<file path="src/hbsd_pkg.sv">
// Shared types, codes and helpers of the bit-serial table-match decoder.
`timescale 1ns / 1ps

package hbsd_pkg;

   localparam int DEF_TABLE_DEPTH  = 256;
   localparam int DEF_MAX_CODE_LEN = 32;

   localparam int SYMBOL_W  = 8;
   localparam int CODE_W    = 32;
   localparam int LENGTH_W  = 6;
   localparam int REQ_DATA_W = 48;

   typedef logic [1:0] cmd_type;

   localparam cmd_type CMD_CLEAR = 2'd0;
   localparam cmd_type CMD_LOAD  = 2'd1;
   localparam cmd_type CMD_BIT   = 2'd2;

   typedef struct packed {
      logic                code_bit;
      logic [LENGTH_W-1:0] length;
      logic [CODE_W-1:0]   code;
      logic [SYMBOL_W-1:0] symbol;
   } req_type;

   typedef struct packed {
      logic [SYMBOL_W-1:0] symbol;
      logic [CODE_W-1:0]   code;
      logic [LENGTH_W-1:0] length;
   } entry_type;

   typedef struct packed {
      logic                overflow;
      logic [SYMBOL_W-1:0] symbol;
   } result_type;

   // Keep only the low len bits of a code word.
   function automatic logic [CODE_W-1:0] code_mask(input logic [LENGTH_W-1:0] len);
      logic [CODE_W-1:0] mask;
      if (len >= LENGTH_W'(CODE_W)) begin
         mask = '1;
      end else begin
         mask = (CODE_W'(1) << len[4:0]) - CODE_W'(1);
      end
      return mask;
   endfunction

endpackage

</file>
<file path="src/hbsd_out_reg.sv">
// Result output register that decouples the scan from the result consumer.
`timescale 1ns / 1ps

module hbsd_out_reg (
   input  logic                 clock,
   input  logic                 reset,
   input  logic                 in_valid,
   output logic                 in_ready,
   input  hbsd_pkg::result_type in_result,
   output logic                 rsp_tvalid,
   input  logic                 rsp_tready,
   output hbsd_pkg::result_type rsp_result
);
   import hbsd_pkg::*;

   logic       valid_ff, valid_in;
   result_type data_ff;

   assign in_ready = !valid_ff || rsp_tready;

   always_comb begin
      valid_in = valid_ff;
      if (rsp_tready) begin
         valid_in = 1'b0;
      end
      if (in_valid && in_ready) begin
         valid_in = 1'b1;
      end
   end

   always_ff @(posedge clock) begin
      if (reset) begin
         valid_ff <= 1'b0;
      end else begin
         valid_ff <= valid_in;
      end
   end

   always_ff @(posedge clock) begin
      if (in_valid && in_ready) begin
         data_ff <= in_result;
      end
   end

   assign rsp_tvalid = valid_ff;
   assign rsp_result = data_ff;

endmodule

</file>
<file path="config.mk">
export PLATFORM = sky130hd
export DESIGN_NAME = hbsd_out_reg
export DESIGN_NICKNAME = d
export VERILOG_FILES = /design/src/hbsd_pkg.sv /design/src/hbsd_out_reg.sv
export SDC_FILE = /design/constraint.sdc
export NUM_CORES = 1
export LEC_CHECK = 0
export BUFFER_PORTS_ARGS = -buffer_cell sky130_fd_sc_hd__buf_2
export CORE_AREA = 5 5 42 44
export CTS_CLUSTER_DIAMETER = 60
export DETAILED_ROUTE_END_ITERATION = 12
export DIE_AREA = 0 0 47 49
export GPL_ROUTABILITY_DRIVEN = 0
export PLACE_DENSITY = 0.51
export SLEW_MARGIN = 25
export SYNTH_ARGS = -nofsm -noshare
export SYNTH_HDL_FRONTEND = slang
export SYNTH_SLANG_ARGS = --single-unit
export TNS_END_PERCENT = 20
</file>
<file path="constraint.sdc">
create_clock -name clock -period 1.19 [get_ports clock]
set_input_delay 0.238 -clock clock [delete_from_list [all_inputs] [get_ports clock]]
set_output_delay 0.238 -clock clock [all_outputs]
set_load 0.01 [all_outputs]
</file>
Word-level counts from Yosys, hierarchy flattened. Index checks and enable logic that the tools add are counted.

Flip-flop bits (word level): 10. Bits in latches: 0. Memory bits (writable): 0. Bits in read-only memories: 0. Input port bits: 13. Output and inout port bits: 11. Logic and storage cells: 9. Memories: 0.

$add $sub $neg: 0. Multipliers: 0. Divide/modulo/power cells: 0. Magnitude comparators: 0. Equality and inequality tests: 0. Shift operators: 0. Muxes and demuxes: 2. Bitwise logic cells: 0. Reductions and logical operators: 4.

Operators by type and width (number): 1-bit two-way mux (2); 2-bit nonzero test (1); 1-bit logical AND (1); 1-bit logical NOT (1); 1-bit logical OR (1).

Depth between registers and ports, before layout.
Word-level depth: 4. Mapped depth: 2. Gate-level depth less buffers: 2.

Worst setup path after synthesis. No wires, ideal clock.

Path kind: register -> register. From: reg valid_ff, in the netlist rsp_tvalid. To: reg data_ff, in the netlist rsp_result[0] (enable). Library setup time: 0.301 ns. Arrival: 0.640 ns. Required time: 0.889 ns. Slack: 0.249 ns. Stages on the path, launching flop included: 3. Path buffers: 0. Period minus slack after synthesis: 0.941 ns. Path through: dfxtp_1 > nand2b_4 > and2_4.

Longest elaborated chain between the ends: 3.

Ends and longest elaborated chain: start, declared (RTL line hbsd_out_reg.sv:16) `logic valid_ff, valid_in;`; start signal, assigned (RTL line hbsd_out_reg.sv:35) `valid_ff <= valid_in;`; 1-bit logical NOT (RTL line hbsd_out_reg.sv:19) `assign in_ready = !valid_ff || rsp_tready;`; 1-bit logical OR (RTL line hbsd_out_reg.sv:19); via in_ready (RTL line hbsd_out_reg.sv:8) `output logic in_ready,`; 1-bit logical AND (RTL line hbsd_out_reg.sv:40) `if (in_valid && in_ready) begin`; end signal, assigned (RTL line hbsd_out_reg.sv:41) `data_ff <= in_result;`; end, declared (RTL line hbsd_out_reg.sv:17) `result_type data_ff;`.

The timed path passes the listed nets, and every way through them passes these cells. A chain may end at the register's enable or synchronous reset.

Worst setup path after layout.
From: reg valid_ff, in the netlist rsp_tvalid. To: out in_ready.

Longest elaborated chain between the ends: 2.

Ends and longest elaborated chain (RTL line): 1-bit logical NOT (hbsd_out_reg.sv:19); 1-bit logical OR (hbsd_out_reg.sv:19); end, declared (hbsd_out_reg.sv:8).

No other way between the ends.

==> summary.txt <==
Critical path
  • CP Class: reg2out
  • Worst setup EP type: output pin
  • Crit-path max cell delay: 0.38 ns
  • Critical Path AT: 0.84 ns
  • Slowest CP cell: dfxtp_1
  • Reg2reg start: rsp_tvalid
  • Crit path buf inv count: 1
  • CP startpoint: rsp_tvalid
  • CP required: 0.95 ns
  • CP Max Fanout: 3
  • CP cell instances: nand2b_4 > buf_2
  • CP delay by family, top: flip-flops
  • Startpoint class of the critical path: flip-flop

Pwr
  • Seq pwr share: 57.8%
  • Pint: 0.000570 W
  • Worst vdd ir: 0.542 mV
  • Total power draw: 0.000713 W
  • Switching share of power: 20.0%
  • Power share of the combinational group: 9.5%
  • PwrDens: 1460 nW/µm²
  • Clock share of power: 32.7%
  • Pleak: 0.219 nW
  • P_sw: 0.000143 W

Yosys
  • Synthesized area: 325 µm²
  • #FFs+latches synth: 10
  • Synth cell types: 6
  • Synth Instances: 14
  • YS warnings: 0
  • Register area share after synthesis: 89.2%
  • Mapped Nets: 27
  • Syn_area_per_cell: 23.2 µm²

Final layout
  • Final #Nets: 55
  • Fillers: 155
  • Area grow syn2layout: 49.6%
  • Layout cells sized above 1: 70.7%
  • Post-Layout Cell Count: 57
  • Antenna Cells: 0

Clock tree
  • # H-tree levels: 1
  • Clock sinks: 10
  • Worst-path clk slew: 0.06 ns
  • CTS root buffer: clkbuf_4
  • Clk buf depth: 2
  • CTS Buf Count: 3
  • Hold_buf cts: 0
  • Post-CTS Setup Inserts: 0
  • Clock latency on the worst-skew pair: 0.26 ns
  • CTS tree: done
  • Post_cts resized: 0

Drt
  • Routed vias/inst: 3.81
  • Post-route ant nets: 0
  • Vias: 217
  • DRC Markers: 0
  • Initial drt markers: 2
  • Drt pass-1 iters: 2
  • Routed len/inst: 11.2 µm
  • Final WL: 639 µm

STA
  • Final hold vios: 0
  • # setup viols final: 0
  • Tightest Pin Transition: 0.136 ns
  • Tcrit/Tclk final: 90.4%
  • Fin Setup TNS: 0 ns
  • Max Clk Rate: 929 MHz
  • Final Critical Period: 1.08 ns
  • Setup ws final: 0.114 ns
  • RSZ-0062 raised after global routing: no
  • Worst relative slew slack: 90.9%
  • Clock skew: 0.00289 ns
  • Slew Limit Fails: 0

Floorplanning
  • Die outline width: 47 µm
  • Die area: 2300 µm²
  • Core Rows: 14
  • I/O pin count: 24
  • Core area: 1400 µm²
  • Starting Density: 23.2%
  • Chip height: 49 µm

Flow run
  • Max cap viols: 0

Global route
  • GRT Resource Usage Total: 5.91%
  • Vias in the first global route: 227
  • Total grt overflow: 0
  • First-pass GRT wire length: 883 µm
  • Initial antenna violation count: 0
  • Pin count of the biggest net entering global routing: 10

Worst hold path
  • Hold/Removal Path Class: in2reg
  • Hold path start: reset

Placed design
  • Port bufs: 23
  • DP Worst Slack: 0.229 ns
  • Placed Cells: 53

Outcome
  • Status: complete, no violations
==> layer usage <==
layer | vias up | part of all wire (%) | GRT usage [%]
li1 | 105 | - | -
met1 | 100 | 29 | 4.10
met2 | 12 | 58 | 9.95
met3 | 0 | 13 | 3.32
met4 | 0 | 0 | 5.53
met5 | - | 0 | 0
==> worst paths after layout <==
check | slack (ns) | endpoint | cells after the start
max | 0.11 | in_ready | 2
min | 0.14 | rsp_tvalid | 2
max reg2reg | 0.27 | rsp_result[3] | 2
min reg2reg | 0.51 | rsp_tvalid | 2
==> cell type report <==
cell class	instances	area, µm²	share of cell area (%)
well taps	16	20.0	4.11
flip-flops and latches	10	290	59.6
repair buffers	23	115	23.7
multi-input cells	3	31.3	6.43
clock buffers	4	26.3	5.40
inverters	1	3.75	0.771
==> cell usage after synthesis (all sizes together) <==
library cell,number,share of area [%]
edfxtp,9,83
a21oi,1,2.7
and2,1,2.7
dfxtp,1,6.2
inv,1,1.2
nand2b,1,4.2
==> cells in the final DEF, fill, tap and decap left out <==
| cell type | synthesis | final |
|---|---|---|
| inv_1 | 1 | 1 |
| and2_4 | 1 | 1 |
| nand2b_4 | 1 | 1 |
| a21oi_2 | 1 | 1 |
| clkbuf_1 | 0 | 1 |
| edfxtp_1 | 9 | 9 |
| dfxtp_1 | 1 | 1 |
| buf_2 | 0 | 23 |
| clkbuf_4 | 0 | 3 |
==> state kept, by name (all words and copies together), names as in the netlist <==
name	count
rsp_tvalid	1
rsp_result	9
==> logic make-up (layout without fill, tap and decap cells) <==
family,count (synthesis),count (layout),synth area share (%)
flip-flops,10,10,89.2
AO/OA/AOI/OAI,1,1,2.69
AND/OR/NAND/NOR,2,2,6.92
buffers and inverters,1,28,1.15
==> metrics by stage <==
stage / utilization [%] / area [µm²] / hold slack (ns)
after floorplan: - / 325 / 0.300
after global placement: 32.9 / 460 / 0.397
after detailed placement: 32.9 / 460 / 0.407
after CTS: 34.7 / 487 / 0.128
after global routing: 34.7 / 487 / 0.129
final: 34.7 / 487 / 0.141
==> worst register-to-register path: cells and delay by family, from the launching register on <==
kind	cells	cell delay, ns
AND/OR/NAND/NOR	2	0.29
flip-flops	1	0.33
==> power groups by stage <==
stage                     clock network [W]   logic, W  registers [W]
final                              0.000233  0.0000677       0.000412
after global routing               0.000257  0.0000731       0.000414
after CTS                          0.000249  0.0000695       0.000412
after detailed placement                  0  0.0000693       0.000420
after global placement                    0  0.0000674       0.000419
after floorplan                           0  0.0000157       0.000432
No activity file was read; power rests on OpenSTA's default activity.
