### config.mk
export PLATFORM = sky130hd
export DESIGN_NAME = hbsd_scan_ctrl
export DESIGN_NICKNAME = d
export VERILOG_FILES = /design/src/hbsd_pkg.sv /design/src/hbsd_scan_ctrl.sv
export SDC_FILE = /design/constraint.sdc
export NUM_CORES = 1
export LEC_CHECK = 0
export BUFFER_PORTS_ARGS = -buffer_cell sky130_fd_sc_hd__buf_2
export CAP_MARGIN = 20
export CORE_MARGIN = 8
export CORE_UTILIZATION = 51
export CTS_BUF_LIST = sky130_fd_sc_hd__clkbuf_2
export DETAILED_ROUTE_END_ITERATION = 12
export PLACE_DENSITY = 0.83
export SETUP_SLACK_MARGIN = 0.2
export SLEW_MARGIN = 20
export SYNTH_ARGS = -nofsm -noshare
export SYNTH_HDL_FRONTEND = slang
export SYNTH_SLANG_ARGS = --single-unit
### constraint.sdc
create_clock -name clock -period 3.4 [get_ports clock]
set_input_delay 0.17 -clock clock [delete_from_list [all_inputs] [get_ports clock]]
set_output_delay 0.17 -clock clock [all_outputs]
set_load 0.01 [all_outputs]
### src/hbsd_pkg.sv
// Shared types, codes and helpers of the bit-serial table-match decoder.
`timescale 1ns / 1ps

package hbsd_pkg;

   localparam int DEF_TABLE_DEPTH  = 256;
   localparam int DEF_MAX_CODE_LEN = 32;

   localparam int SYMBOL_W  = 8;
   localparam int CODE_W    = 32;
   localparam int LENGTH_W  = 6;
   localparam int REQ_DATA_W = 48;

   typedef logic [1:0] cmd_type;

   localparam cmd_type CMD_CLEAR = 2'd0;
   localparam cmd_type CMD_LOAD  = 2'd1;
   localparam cmd_type CMD_BIT   = 2'd2;

   typedef struct packed {
      logic                code_bit;
      logic [LENGTH_W-1:0] length;
      logic [CODE_W-1:0]   code;
      logic [SYMBOL_W-1:0] symbol;
   } req_type;

   typedef struct packed {
      logic [SYMBOL_W-1:0] symbol;
      logic [CODE_W-1:0]   code;
      logic [LENGTH_W-1:0] length;
   } entry_type;

   typedef struct packed {
      logic                overflow;
      logic [SYMBOL_W-1:0] symbol;
   } result_type;

   // Keep only the low len bits of a code word.
   function automatic logic [CODE_W-1:0] code_mask(input logic [LENGTH_W-1:0] len);
      logic [CODE_W-1:0] mask;
      if (len >= LENGTH_W'(CODE_W)) begin
         mask = '1;
      end else begin
         mask = (CODE_W'(1) << len[4:0]) - CODE_W'(1);
      end
      return mask;
   endfunction

endpackage

### src/hbsd_scan_ctrl.sv
// Command decode, bit accumulator and sequential table scan.
`timescale 1ns / 1ps

module hbsd_scan_ctrl #(
   parameter int TABLE_DEPTH  = hbsd_pkg::DEF_TABLE_DEPTH,
   parameter int MAX_CODE_LEN = hbsd_pkg::DEF_MAX_CODE_LEN,
   parameter int AW           = $clog2(hbsd_pkg::DEF_TABLE_DEPTH)
) (
   input  logic                 clock,
   input  logic                 reset,
   input  logic                 req_valid,
   output logic                 req_ready,
   input  hbsd_pkg::cmd_type    req_command,
   input  hbsd_pkg::req_type    req_item,
   output logic                 wr_en,
   output logic [AW-1:0]        wr_addr,
   output hbsd_pkg::entry_type  wr_data,
   output logic                 rd_en,
   output logic [AW-1:0]        rd_addr,
   input  hbsd_pkg::entry_type  rd_data,
   output logic                 res_valid,
   input  logic                 res_ready,
   output hbsd_pkg::result_type res_data
);
   import hbsd_pkg::*;

   localparam int CW  = $clog2(TABLE_DEPTH + 1);
   localparam int ALW = $clog2(MAX_CODE_LEN + 1);
   localparam int LW  = (ALW > LENGTH_W) ? ALW : LENGTH_W;
   localparam int XW  = (MAX_CODE_LEN > CODE_W) ? MAX_CODE_LEN : CODE_W;

   localparam logic [1:0] ST_IDLE = 2'd0;
   localparam logic [1:0] ST_SCAN = 2'd1;
   localparam logic [1:0] ST_EMIT = 2'd2;

   logic [1:0]              state_ff, state_in;
   logic [MAX_CODE_LEN-1:0] acc_ff, acc_in;
   logic [ALW-1:0]          acc_len_ff, acc_len_in;
   logic [CW-1:0]           count_ff, count_in;
   logic [CW-1:0]           rd_addr_ff, rd_addr_in;
   logic                    cmp_valid_ff, cmp_valid_in;
   result_type              res_ff, res_in;

   logic issue;
   logic hit;

   assign issue = rd_addr_ff < count_ff;
   assign hit   = cmp_valid_ff
                  && (LW'(rd_data.length) == LW'(acc_len_ff))
                  && (XW'(rd_data.code) == XW'(acc_ff));

   assign wr_addr        = count_ff[AW-1:0];
   assign wr_data.symbol = req_item.symbol;
   assign wr_data.code   = req_item.code & code_mask(req_item.length);
   assign wr_data.length = req_item.length;
   assign rd_addr        = rd_addr_ff[AW-1:0];

   assign req_ready = (state_ff == ST_IDLE);
   assign res_valid = (state_ff == ST_EMIT);
   assign res_data  = res_ff;

   always_comb begin
      state_in     = state_ff;
      acc_in       = acc_ff;
      acc_len_in   = acc_len_ff;
      count_in     = count_ff;
      rd_addr_in   = rd_addr_ff;
      cmp_valid_in = 1'b0;
      res_in       = res_ff;
      wr_en        = 1'b0;
      rd_en        = 1'b0;
      unique case (state_ff)
         ST_IDLE: begin
            if (req_valid) begin
               unique case (req_command)
                  CMD_CLEAR: begin
                     count_in   = '0;
                     acc_in     = '0;
                     acc_len_in = '0;
                  end
                  CMD_LOAD: begin
                     if (count_ff < CW'(TABLE_DEPTH)) begin
                        wr_en    = 1'b1;
                        count_in = count_ff + CW'(1);
                     end
                  end
                  CMD_BIT: begin
                     acc_in     = {acc_ff[MAX_CODE_LEN-2:0], req_item.code_bit};
                     acc_len_in = acc_len_ff + ALW'(1);
                     rd_addr_in = '0;
                     state_in   = ST_SCAN;
                  end
                  default: begin
                  end
               endcase
            end
         end
         ST_SCAN: begin
            if (hit) begin
               res_in.symbol   = rd_data.symbol;
               res_in.overflow = 1'b0;
               acc_in          = '0;
               acc_len_in      = '0;
               state_in        = ST_EMIT;
            end else if (issue) begin
               rd_en        = 1'b1;
               rd_addr_in   = rd_addr_ff + CW'(1);
               cmp_valid_in = 1'b1;
            end else if (acc_len_ff >= ALW'(MAX_CODE_LEN)) begin
               res_in.symbol   = '0;
               res_in.overflow = 1'b1;
               acc_in          = '0;
               acc_len_in      = '0;
               state_in        = ST_EMIT;
            end else begin
               state_in = ST_IDLE;
            end
         end
         ST_EMIT: begin
            if (res_ready) begin
               state_in = ST_IDLE;
            end
         end
         default: begin
            state_in = ST_IDLE;
         end
      endcase
   end

   always_ff @(posedge clock) begin
      if (reset) begin
         state_ff     <= ST_IDLE;
         acc_ff       <= '0;
         acc_len_ff   <= '0;
         count_ff     <= '0;
         rd_addr_ff   <= '0;
         cmp_valid_ff <= 1'b0;
      end else begin
         state_ff     <= state_in;
         acc_ff       <= acc_in;
         acc_len_ff   <= acc_len_in;
         count_ff     <= count_in;
         rd_addr_ff   <= rd_addr_in;
         cmp_valid_ff <= cmp_valid_in;
      end
   end

   always_ff @(posedge clock) begin
      res_ff <= res_in;
   end

   a_count_bound: assert property (@(posedge clock) disable iff (reset)
      count_ff <= CW'(TABLE_DEPTH))
      else $error("entry count beyond table depth");

   a_len_bound: assert property (@(posedge clock) disable iff (reset)
      acc_len_ff <= ALW'(MAX_CODE_LEN))
      else $error("accumulated length beyond maximum code length");

   a_cmp_from_scan: assert property (@(posedge clock) disable iff (reset)
      cmp_valid_ff |-> ($past(state_ff) == ST_SCAN) && (state_ff == ST_SCAN))
      else $error("compare slot valid outside a scan");

   a_emit_holds: assert property (@(posedge clock) disable iff (reset)
      (state_ff == ST_EMIT && !res_ready) |=> (state_ff == ST_EMIT) && $stable(res_ff))
      else $error("pending result dropped while output stalled");

   a_overflow_zero: assert property (@(posedge clock) disable iff (reset)
      (state_ff == ST_EMIT && res_ff.overflow) |-> (res_ff.symbol == '0))
      else $error("overflow result carries a symbol");

endmodule

# == Yosys cells after proc, flatten, opt, wreduce, memory -nomap -nowiden ==
# Cells that the tools add are included.
# totals
regBits,68
input_bits,99
output_inout_bits,75
elab_cells,83
# op_classes
n_addsub,4
order_cmp,4
n_eq_ne,16
n_shift,1
mux,37
bitwise,1
reduce_logical,12
# ops
operator,count
32-bit two-way mux,5
32-bit case mux with 2 select lines,2
9-bit two-way mux,7
9-bit case mux with 2 select lines,2
32-bit AND,1
32-bit equality test,1
"1-bit by 5-bit left shift with 32-bit output, first input constant",1
"32-bit by 2-bit subtractor with 32-bit output, second input constant",1
6-bit two-way mux,4
6-bit case mux with 2 select lines,2
"9-bit by 1-bit adder with 9-bit output, second input constant",2
"6-bit >= comparator, second input constant",2
2-bit two-way mux,6
5-bit AND reduction,2
9-bit < comparator,1
"9-bit < comparator, second input constant",1
8-bit two-way mux,1
"2-bit != test, second input constant",4
4-bit AND reduction,2
1-bit two-way mux,7
"6-bit by 1-bit adder with 6-bit output, second input constant",1
6-bit equality test,1
"2-bit by 1-bit != test with 1-bit output, second input constant",3
"3-bit != test, second input constant",2
8 further kinds,14

# == Longest topological paths before layout ==
# Gate-level depths: netlist (run 1).
# logic_depth
word_depth,5
depth_mapped,13
ltp_nobuf,10

# == Least setup slack after synthesis (run 1) ==
# Ideal clock, no wire load.
# synth_path
kind,flip-flop to flip-flop
from,register acc_ff[20]
to,"register res_ff, in the netlist res_data[0], enable pin"
t_arrival_ns,2.009
required_ns,3.026
slack_ns,1.017
stages_incl_launch_ff,8
path_buffers,1
cell_sequence,dfxtp_1 > xnor2_2 > nand4_1 > or4_1 > nor4_2 > buf_4 > a21oi_2 > nor2_1
# synth_via
elab_chain_len,4
word_cells_on_any_way,5
cone_classes,eq/ne: 2; reduce/logical: 3
# synth_rtl
item,line_no,source
"start, declared",hbsd_scan_ctrl.sv:37,"logic [MAX_CODE_LEN-1:0] acc_ff, acc_in;"
"start signal, assigned",hbsd_scan_ctrl.sv:140,acc_ff <= acc_in;
32-bit equality test *,hbsd_scan_ctrl.sv:50,&& (XW'(rd_data.code) == XW'(acc_ff));
1-bit logical AND *,hbsd_scan_ctrl.sv:50,
2-bit by 1-bit != test with 1-bit output (no line) / 2-bit nonzero test (equally long branches),-,
3-bit AND reduction (no line) *,-,
"end signal, assigned",hbsd_scan_ctrl.sv:149,res_ff <= res_in;
"end, declared",hbsd_scan_ctrl.sv:42,"result_type res_ff, res_in;"
# Every way passes the cells marked *; elsewhere a longest branch is shown, timed or not.
# A chain may end at the register's enable or synchronous reset.

==> flow_summary.toml, run 1 <==
[logic_synthesis]
synthesis.area_sq_um = 4463
yosysWarnings = 0
synth_edf_count = 9
synth-seq-area-share = 0.3252
async_reset_ff_frac = 0
syn_area_per_cell_sq_um = 8.583
netlist_instances = 520
syn_nets = 632
ys_seq_elements = 68
synth_cell_type_count = 63
ys.flop_type = "dfxtp_1"

[timing]
grt_setup_unrepaired = "false"
period_share = 0.8805
setup_violations = 0
finClkSkew_ns = 0.03222
finalHoldViolCount = 0
fmax_mhz = 334.0
tns_ns = 0
hold_slack_ns = 0.06138
period_needed_ns = 2.994
drv_slew = 0
tightest_slew_ns = 0.8159
slew_headroom = 0.4561

[route]
vias = 4446
drc = 0
first_pass_iters = 5
wl_um = 13310
detail-route-antenna-nets = 0
drt_iter0_markers = 418
wl_per_cell_um = 17.58
via_per_inst = 5.873

[floorplan]
die-area_sq_um = 12000
fp.coreArea_sq_um = 8593
fp.dieH_um = 109.5
rows = 34
io_pins = 174
dieWidth_um = 109.5
start_util = 0.5194

[worst_setup_path]
crit_path_start_kind = "input pin"
critical_path.top_delay_family = "simple AND/OR/NAND/NOR gates"
cp_max_fo = 25
path_class = "in -> out"
regToRegEndpoint = "acc_ff[15]"
worstPathArrival_ns = 2.82
reg2reg_depth = 9
cp_data_required_time_ns = 3.23
rrSetupSlack_ns = 0.95
path_cells = "buf_2, nor2_1, nand2_1, nor2_1, nand2_1, ha_1, nor3_1, mux2i_1, o21ai_0, o21a_1, buf_2"
end_kind = "output pin"
r2r-start = "count_ff[2]"
slowest_delay_ns = 0.50
crit_slowest_cell = "ha_1"
path_buf_inv = 2

[global_route]
grtUsageTotal = 0.2114
antenna_found_initial = 0
grt_pass1_vias = 4282
grt_overflow = 0
grt_first_pass_wirelength_um = 20670
grt_max_degree = 34

[placement]
gp_congestion = 0.9246
dpl.hpwl_um = 9997
portBuffers = 157

[clock_tree]
tritoncts = "yes"
cts_buffers = 9
path_clk_slew_ns = 0.19
cts_sinks = 68
htree_num_levels = 3
root_buffer = "clkbuf_2"
clock_latency_ns = 0.53
postCtsSetupBuffers = 0
clockBufferDepth = 2

[min_path]
hp-start = "reset"
hold-path-endpoint = "count_ff[1]"
holdPathStages = 2
hold_path_class = "in -> reg"

[job]
maxCapViolations = 0

[final_layout]
drive_gt1_frac = 0.2974
fillers = 759
syn2layout_area_growth_pct = 18.95
antennaDiodeCount = 0
layout.nets = 756

[outcome]
status = "completed"

[pwr]
p_leak_nw = 2.199
peakVddDrop_mv = 0.2514
power_mw = 1.657
powerDensity_nw_per_um2 = 312.2
==> cell usage after synthesis, drive strengths merged (17+ instances only) <==
cell type	number	area [sq um]
dfxtp	59	1181
xnor2	43	391.6
nand2	38	142.6
buf	37	262.8
nor2	37	146.4
a22o	33	289.0
clkbuf	21	78.83
nand4	21	137.6
a21oi	18	97.60
a21boi	17	127.6
inv	17	63.81
o21ai	17	85.08
==> per-layer routing <==
| metal | vias to the layer above | wire (um) | global-route usage |
|---|---|---|---|
| met5 | - | 0 | 0 |
| met4 | 0 | 271 | 0.07040 |
| met3 | 31 | 1111 | 0.05510 |
| met2 | 228 | 6603 | 0.3592 |
| met1 | 2080 | 5323 | 0.2535 |
| li1 | 2107 | - | - |
==> stage by stage <==
step           utilization  worst slack (ns)  cell area [sq um]  cells
3_3_place_gp        0.5909            0.5928               5077    731
2_1_floorplan            -             1.017               4463    520
6_report            0.6178            0.4063               5309    757
5_1_grt             0.6178            0.2567               5309    757
4_1_cts             0.6175            0.4253               5306    757
3_5_place_dp        0.5909            0.4376               5077    731
==> worst reg2reg max path, delay by kind of cell, from the launching register on <==
| family | cells | cell delay [ns] |
|---|---|---|
| compound gates | 5 | 1.21 |
| flops | 1 | 0.47 |
| buf+inv | 2 | 0.34 |
| fa+ha+maj | 1 | 0.27 |
| simple gates | 1 | 0.05 |
==> report_power, final <==
part | switching, mW | internal (mW)
Sequential | 0.00499 | 0.816
Clock | 0.300 | 0.239
Combinational | 0.169 | 0.128
Total | 0.474 | 1.18
==> state kept, by name (all words and copies together) (netlist names) <==
name	count
cmp_valid_ff	1
acc_len_ff	6
state_ff	2
count_ff	9
res_data	9
acc_ff	32
rd_addr_ff	9
==> cell families after synthesis <==
logic type | synth area share
simple gates | 0.2251
compound gates | 0.2215
buf+inv | 0.09083
flops | 0.3252
xor+xnor | 0.08971
fa+ha+maj | 0.03645
mux | 0.01121
==> worst max-delay path by stage <==
| stage | from | end | cells after the start |
|---|---|---|---|
| after global placement | req_item[42] | wr_data[10] | 11 |
| after floorplan | acc_ff[20] | res_data[0] | 7 |
| final | req_item[41] | wr_data[14] | 11 |
| after CTS | req_item[41] | wr_data[10] | 12 |
| after detailed placement | req_item[41] | wr_data[10] | 12 |
| after global routing | req_item[42] | wr_data[14] | 11 |
==> repair_timing <==
action / in CTS / in global routing
gates resized for setup: 0 / 1
endpoints found under the setup margin: 0 / 3
hold buffers: 10 / 0
hold endpoints to repair: 10 / 0
==> layout make-up <==
type	instances	area (sq um)	share of cell area
Multi-Input combinational cell	377	2614	0.4923
Sequential cell	68	1451	0.2734
Timing Repair Buffer	171	915.9	0.1725
Tap cell	108	135.1	0.02545
Clock inverter	6	78.83	0.01485
Inverter	17	63.81	0.01202
Clock buffer	10	50.05	0.009427
==> cells in the final DEF (no fill, tap or decap), types with 4 or more instances in the layout <==
master and count:
nor2_1 35, buf_4 4, o31a_1 7, buf_2 157
xnor2_1 41, or3_1 8, o21ai_0 17, a311oi_1 4
mux2i_1 5, a21boi_0 17, and2_1 13, dlygate4sd3_1 10
inv_1 17, a21oi_1 16, a22o_1 33, or4_1 5
ha_1 13, dfxtp_1 59, nor3_1 11, edfxtp_1 9
nand3_1 16, clkbuf_2 10, nand2_1 38, nor2b_1 10
o21a_1 7, nand4_1 20
Power figures use the tool's default switching activity.
==> run 2: changes to the inputs <==
--- a/config.mk
+++ b/config.mk
@@ -7,11 +7,13 @@
 export LEC_CHECK = 0
 export BUFFER_PORTS_ARGS = -buffer_cell sky130_fd_sc_hd__buf_2
 export CAP_MARGIN = 20
+export CELL_PAD_IN_SITES_DETAIL_PLACEMENT = 1
+export CELL_PAD_IN_SITES_GLOBAL_PLACEMENT = 1
 export CORE_MARGIN = 8
-export CORE_UTILIZATION = 51
+export CORE_UTILIZATION = 37
 export CTS_BUF_LIST = sky130_fd_sc_hd__clkbuf_2
 export DETAILED_ROUTE_END_ITERATION = 12
-export PLACE_DENSITY = 0.83
+export PLACE_DENSITY_LB_ADDON = 0.12
 export SETUP_SLACK_MARGIN = 0.2
 export SLEW_MARGIN = 20
 export SYNTH_ARGS = -nofsm -noshare
==> run 2 against run 1 <==
Sequential power is essentially flat. Via count shrank 1.8%. Global-route usage fell by 3.1 points. Clock-buffer cell count down 1. Design area grew 1.8%. Critical path type is now reg -> out. Critical endpoint is now rd_en. Largest cell class unchanged.
==> flow_summary.toml, run 2 (synthesis gave the netlist of run 1 again) <==
[route]
detail-route-antenna-nets = 0
vias = 4367
drt_iter0_markers = 269
first_pass_iters = 4
via_per_inst = 5.472
wl_um = 14520
drc = 0
wl_per_cell_um = 18.19

[clock_tree]
tritoncts = "yes"
cts_sinks = 68
postCtsSetupBuffers = 0
clock_latency_ns = 0.55
htree_num_levels = 3
root_buffer = "clkbuf_2"
clockBufferDepth = 2
cts_buffers = 9
path_clk_slew_ns = 0.22

[worst_setup_path]
path_class = "reg -> out"
slowest_delay_ns = 0.56
rrSetupSlack_ns = 0.98
r2r-start = "acc_len_ff[5]"
cp_max_fo = 11
path_buf_inv = 2
critPathLaunch = "acc_len_ff[5]"
worstPathArrival_ns = 2.67
crit_path_start_kind = "flip-flop"
crit_slowest_cell = "or4_1"
cp_data_required_time_ns = 3.23
critical_path.top_delay_family = "simple AND/OR/NAND/NOR gates"
path_cells = "xnor2_1, nand4_1, or4_1, nor4_2, buf_4, or2_2, nor2_1, buf_2"
end_kind = "output pin"

[placement]
dpl.hpwl_um = 11230
dp_slack_ns = 0.5549
dp.cells = 772
gp_congestion = 0.8708
portBuffers = 157

[timing]
period_needed_ns = 2.842
tightest_slew_ns = 0.5898
worst_slack_ns = 0.5580
drv_slew = 0
hold_slack_ns = 0.05185
grt_setup_unrepaired = "false"
slew_headroom = 0.6060
period_share = 0.8359
tns_ns = 0
finClkSkew_ns = 0.02996
finalHoldViolCount = 0
fmax_mhz = 351.9
setup_violations = 0

[final_layout]
layout.nets = 758
layout_commonest_cell = "buf_2"
instances_no_fill = 798
drive_gt1_frac = 0.3011
antennaDiodeCount = 0
top_register = "acc_ff"
fillers = 1497
syn2layout_area_growth_pct = 21.11
fin_util = 0.4538
largest_reg_flops = 32
final_cell_mix = "buf_2, dfxtp_1, xnor2_1"

[pwr]
powerDensity_nw_per_um2 = 325.4
peakVddDrop_mv = 0.2012
p_leak_nw = 2.221

[job]
maxCapViolations = 0

[global_route]
grtUsageTotal = 0.1807
grt_pass1_vias = 4722
antenna_found_initial = 0
grt_first_pass_wirelength_um = 23840
grt_overflow = 0
grt_max_degree = 34

[floorplan]
fp.dieH_um = 125.8
rows = 40
dieWidth_um = 125.8
io_pins = 174
fp.coreArea_sq_um = 11910
start_util = 0.3747
die-area_sq_um = 15830

[min_path]
hold_path_class = "in -> reg"
hp-start = "reset"

[outcome]
status = "completed"
==> run 2: cell count changes in the layout (fill, tap and decap cells not counted), sizes merged <==
cell / change
buf: +2
bufinv: +1
clkinv: -1
inv: +1
clkbuf: -1
==> run 2: stage by stage <==
stage	power [mW]	cell area (sq um)
final	1.759	5405
after global routing	1.837	5405
after CTS	1.775	5400
after detailed placement	1.129	5141
after global placement	1.124	5141
after floorplan	1.013	4463
==> run 2: final timing paths <==
check | endpoint | cells after the start
max reg2reg | res_data[4] | 8
min reg2reg | rd_addr_ff[8] | 2
min | count_ff[1] | 2
max | rd_en | 8
==> run 2: report_power, final <==
group	switching [mW]	internal [mW]
registers	0.00501	0.816
logic	0.172	0.129
clock network	0.322	0.314
==> run 2: repair_timing <==
item                       4_1_cts  5_1_grt
resized for setup                0        1
hold buffers                    10        0
hold endpoints to repair        10        0
setup endpoints to repair        0        1
==> run 2: layout make-up <==
type	count	area (sq um)	area share
Clock buffer	9	45.04	0.008333
Inverter	17	63.81	0.01181
Multi-Input combinational cell	377	2616	0.4840
Timing Repair Buffer	173	930.9	0.1722
Clock inverter	7	113.9	0.02106
Tap cell	147	183.9	0.03403
Sequential cell	68	1451	0.2685
==> run 2: metal layers <==
metal / GRT usage / up-vias / share of wire
met4: 0.05520 / 0 / 0.016
met2: 0.2912 / 129 / 0.46
met5: 0 / - / 0
met3: 0.05823 / 23 / 0.061
met1: 0.2250 / 2102 / 0.46
li1: - / 2113 / -
==> run 3: changes to the inputs <==
==> constraint.sdc (replaced) <==
create_clock -name clock -period 2.65 [get_ports clock]
set_input_delay 0.1325 -clock clock [delete_from_list [all_inputs] [get_ports clock]]
set_output_delay 0.1325 -clock clock [all_outputs]
set_load 0.01 [all_outputs]
==> run 3 against run 2 <==
Via count rose by 1.1%. Final cell count grew 3.3%. Worst setup slack got worse by 0.45 ns. Register-to-register slack worse by 0.88 ns. Design area grew 10%. First-iteration DRC count is 26% lower. Critical path type is now reg -> reg.
==> flow_summary.toml, run 3 (synthesis gave the netlist of run 1 again) <==
[final_layout]
final_cell_mix = "buf_2, nand2_1, nor2_1, a22o_1, dfxtp_1"
antennaDiodeCount = 0
multi_input_area_sq_um = 2937
layout.nets = 784
top_register = "acc_ff"
final_cell_area_sq_um = 5954
fillers = 1421
regArea_sq_um = 1514
layout_commonest_cell = "buf_2"
largest_reg_flops = 32
drive_gt1_frac = 0.4136
syn2layout_area_growth_pct = 33.42

[route]
wl_um = 15020
via_per_inst = 5.359
detail-route-antenna-nets = 0
drc = 0
drt_iter0_markers = 200
wl_per_cell_um = 18.22
first_pass_iters = 4
vias = 4416

[timing]
grt_setup_unrepaired = "true"
tightest_slew_ns = 0.5203
period_share = 0.9606
finalHoldViolCount = 0
tns_ns = 0
finClkSkew_ns = 0.03587
fmax_mhz = 392.8
period_needed_ns = 2.546
drv_slew = 0
setup_violations = 0
slew_headroom = 0.6519

[worst_setup_path]
cp_data_required_time_ns = 2.94
crit_slowest_cell = "or4_4"
path_class = "reg -> reg"
cp_max_fo = 9
path_cells = "xnor2_2, nand4_1, or4_4, nor4_4, buf_4, buf_4, buf_4, buf_4, a21oi_2, nor2_1, buf_6"
crit_path_start_kind = "flip-flop"
cpMostUsedCell = "buf_4"
end_kind = "flip-flop"
worstPathArrival_ns = 2.84
slowest_delay_ns = 0.56

[clock_tree]
cts_buffers = 9
path_clk_slew_ns = 0.19
htree_num_levels = 3
clockBufferDepth = 2
clock_latency_ns = 0.56
cts_sinks = 68
root_buffer = "clkbuf_2"
tritoncts = "yes"

[outcome]
status = "completed"

[placement]
gp_congestion = 0.8808
dpl.hpwl_um = 11390
portBuffers = 157
dpl-instance-area_sq_um = 5224

[pwr]
p_sw_uw = 643.1
power_mw = 2.093
comb_power_share = 0.209
powerDensity_nw_per_um2 = 351.4
swShare = 0.3073
peakVddDrop_mv = 0.2423
power_frac_seq = 0.498
clock_power_share = 0.293
p_leak_nw = 2.509
internal_power_mw = 1.450

[floorplan]
rows = 40
fp.coreArea_sq_um = 11910
fp.dieH_um = 125.8
dieWidth_um = 125.8
die-area_sq_um = 15830
io_pins = 174
start_util = 0.3747

[global_route]
grt_first_pass_wirelength_um = 24450
grtUsageTotal = 0.1887
grt_max_degree = 34
antenna_found_initial = 0
grt_overflow = 0
grt_pass1_vias = 4791

[min_path]
hold_path_class = "in -> reg"

[job]
maxCapViolations = 0
[run 3: critical path: cells and delay by family (launching register included)]
| family | cells | cell delay [ns] |
|---|---|---|
| xor gates and xnor gates | 1 | 0.16 |
| DFF | 1 | 0.39 |
| AOI/OAI and AO/OA | 1 | 0.04 |
| buffers and inverters | 5 | 0.61 |
| and+or+nand+nor | 4 | 1.10 |
[run 3: worst paths after layout]
path | startpoint | endpoint | slack [ns] | cells after the start
min reg2reg | acc_ff[16] | acc_ff[17] | 0.50 | 1
min | req_command[1] | count_ff[0] | 0.06 | 5
max reg2reg | acc_ff[6] | res_data[5] | 0.10 | 11
max | acc_ff[6] | res_data[5] | 0.10 | 11
[run 3: area by class of cell]
type / instances / area share
clock buffers: 10 / 0.008405
clock inverters: 6 / 0.009246
inverters: 17 / 0.01072
multi-input cells: 377 / 0.4932
flip-flops and latches: 68 / 0.2543
well taps: 147 / 0.03089
repair buffers: 199 / 0.1933
[run 3: repair_timing]
action / 4_1_cts / 5_1_grt
hold buffers: 11 / 0
gates resized for setup: 36 / 53
buffers inserted: 8 / 6
setup endpoints to repair: 2 / 51
endpoints found under the hold margin: 11 / 0
pin swaps: 8 / 16
[run 3: power groups by stage]
| stage | registers (mW) | clock network (mW) | logic (mW) |
|---|---|---|---|
| after global routing | 1.04 | 0.676 | 0.476 |
| after CTS | 1.05 | 0.636 | 0.415 |
| after detailed placement | 1.07 | 0 | 0.382 |
| final | 1.04 | 0.614 | 0.437 |
| after floorplan | 1.07 | 0 | 0.229 |
| after global placement | 1.07 | 0 | 0.376 |
[run 3: per-stage QoR]
stage | utilization | hold slack (ns) | setup slack, ns | instances
CTS | 0.4768 | 0.01223 | 0.008947 | 818
global placement | 0.4386 | 0.2651 | 0.2857 | 783
global route | 0.4999 | 0.01437 | -0.03937 | 824
finish | 0.4999 | 0.06456 | 0.1044 | 824
floorplan | - | 0.2580 | 0.2672 | 520
detailed placement | 0.4386 | 0.2651 | 0.2282 | 783
[run 3: layer usage]
metal	track usage	up-vias	wire length, um
met4	0.06157	0	182
li1	-	2169	-
met1	0.2292	2117	6746
met2	0.3144	116	7178
met3	0.05443	14	909
met5	0	-	0
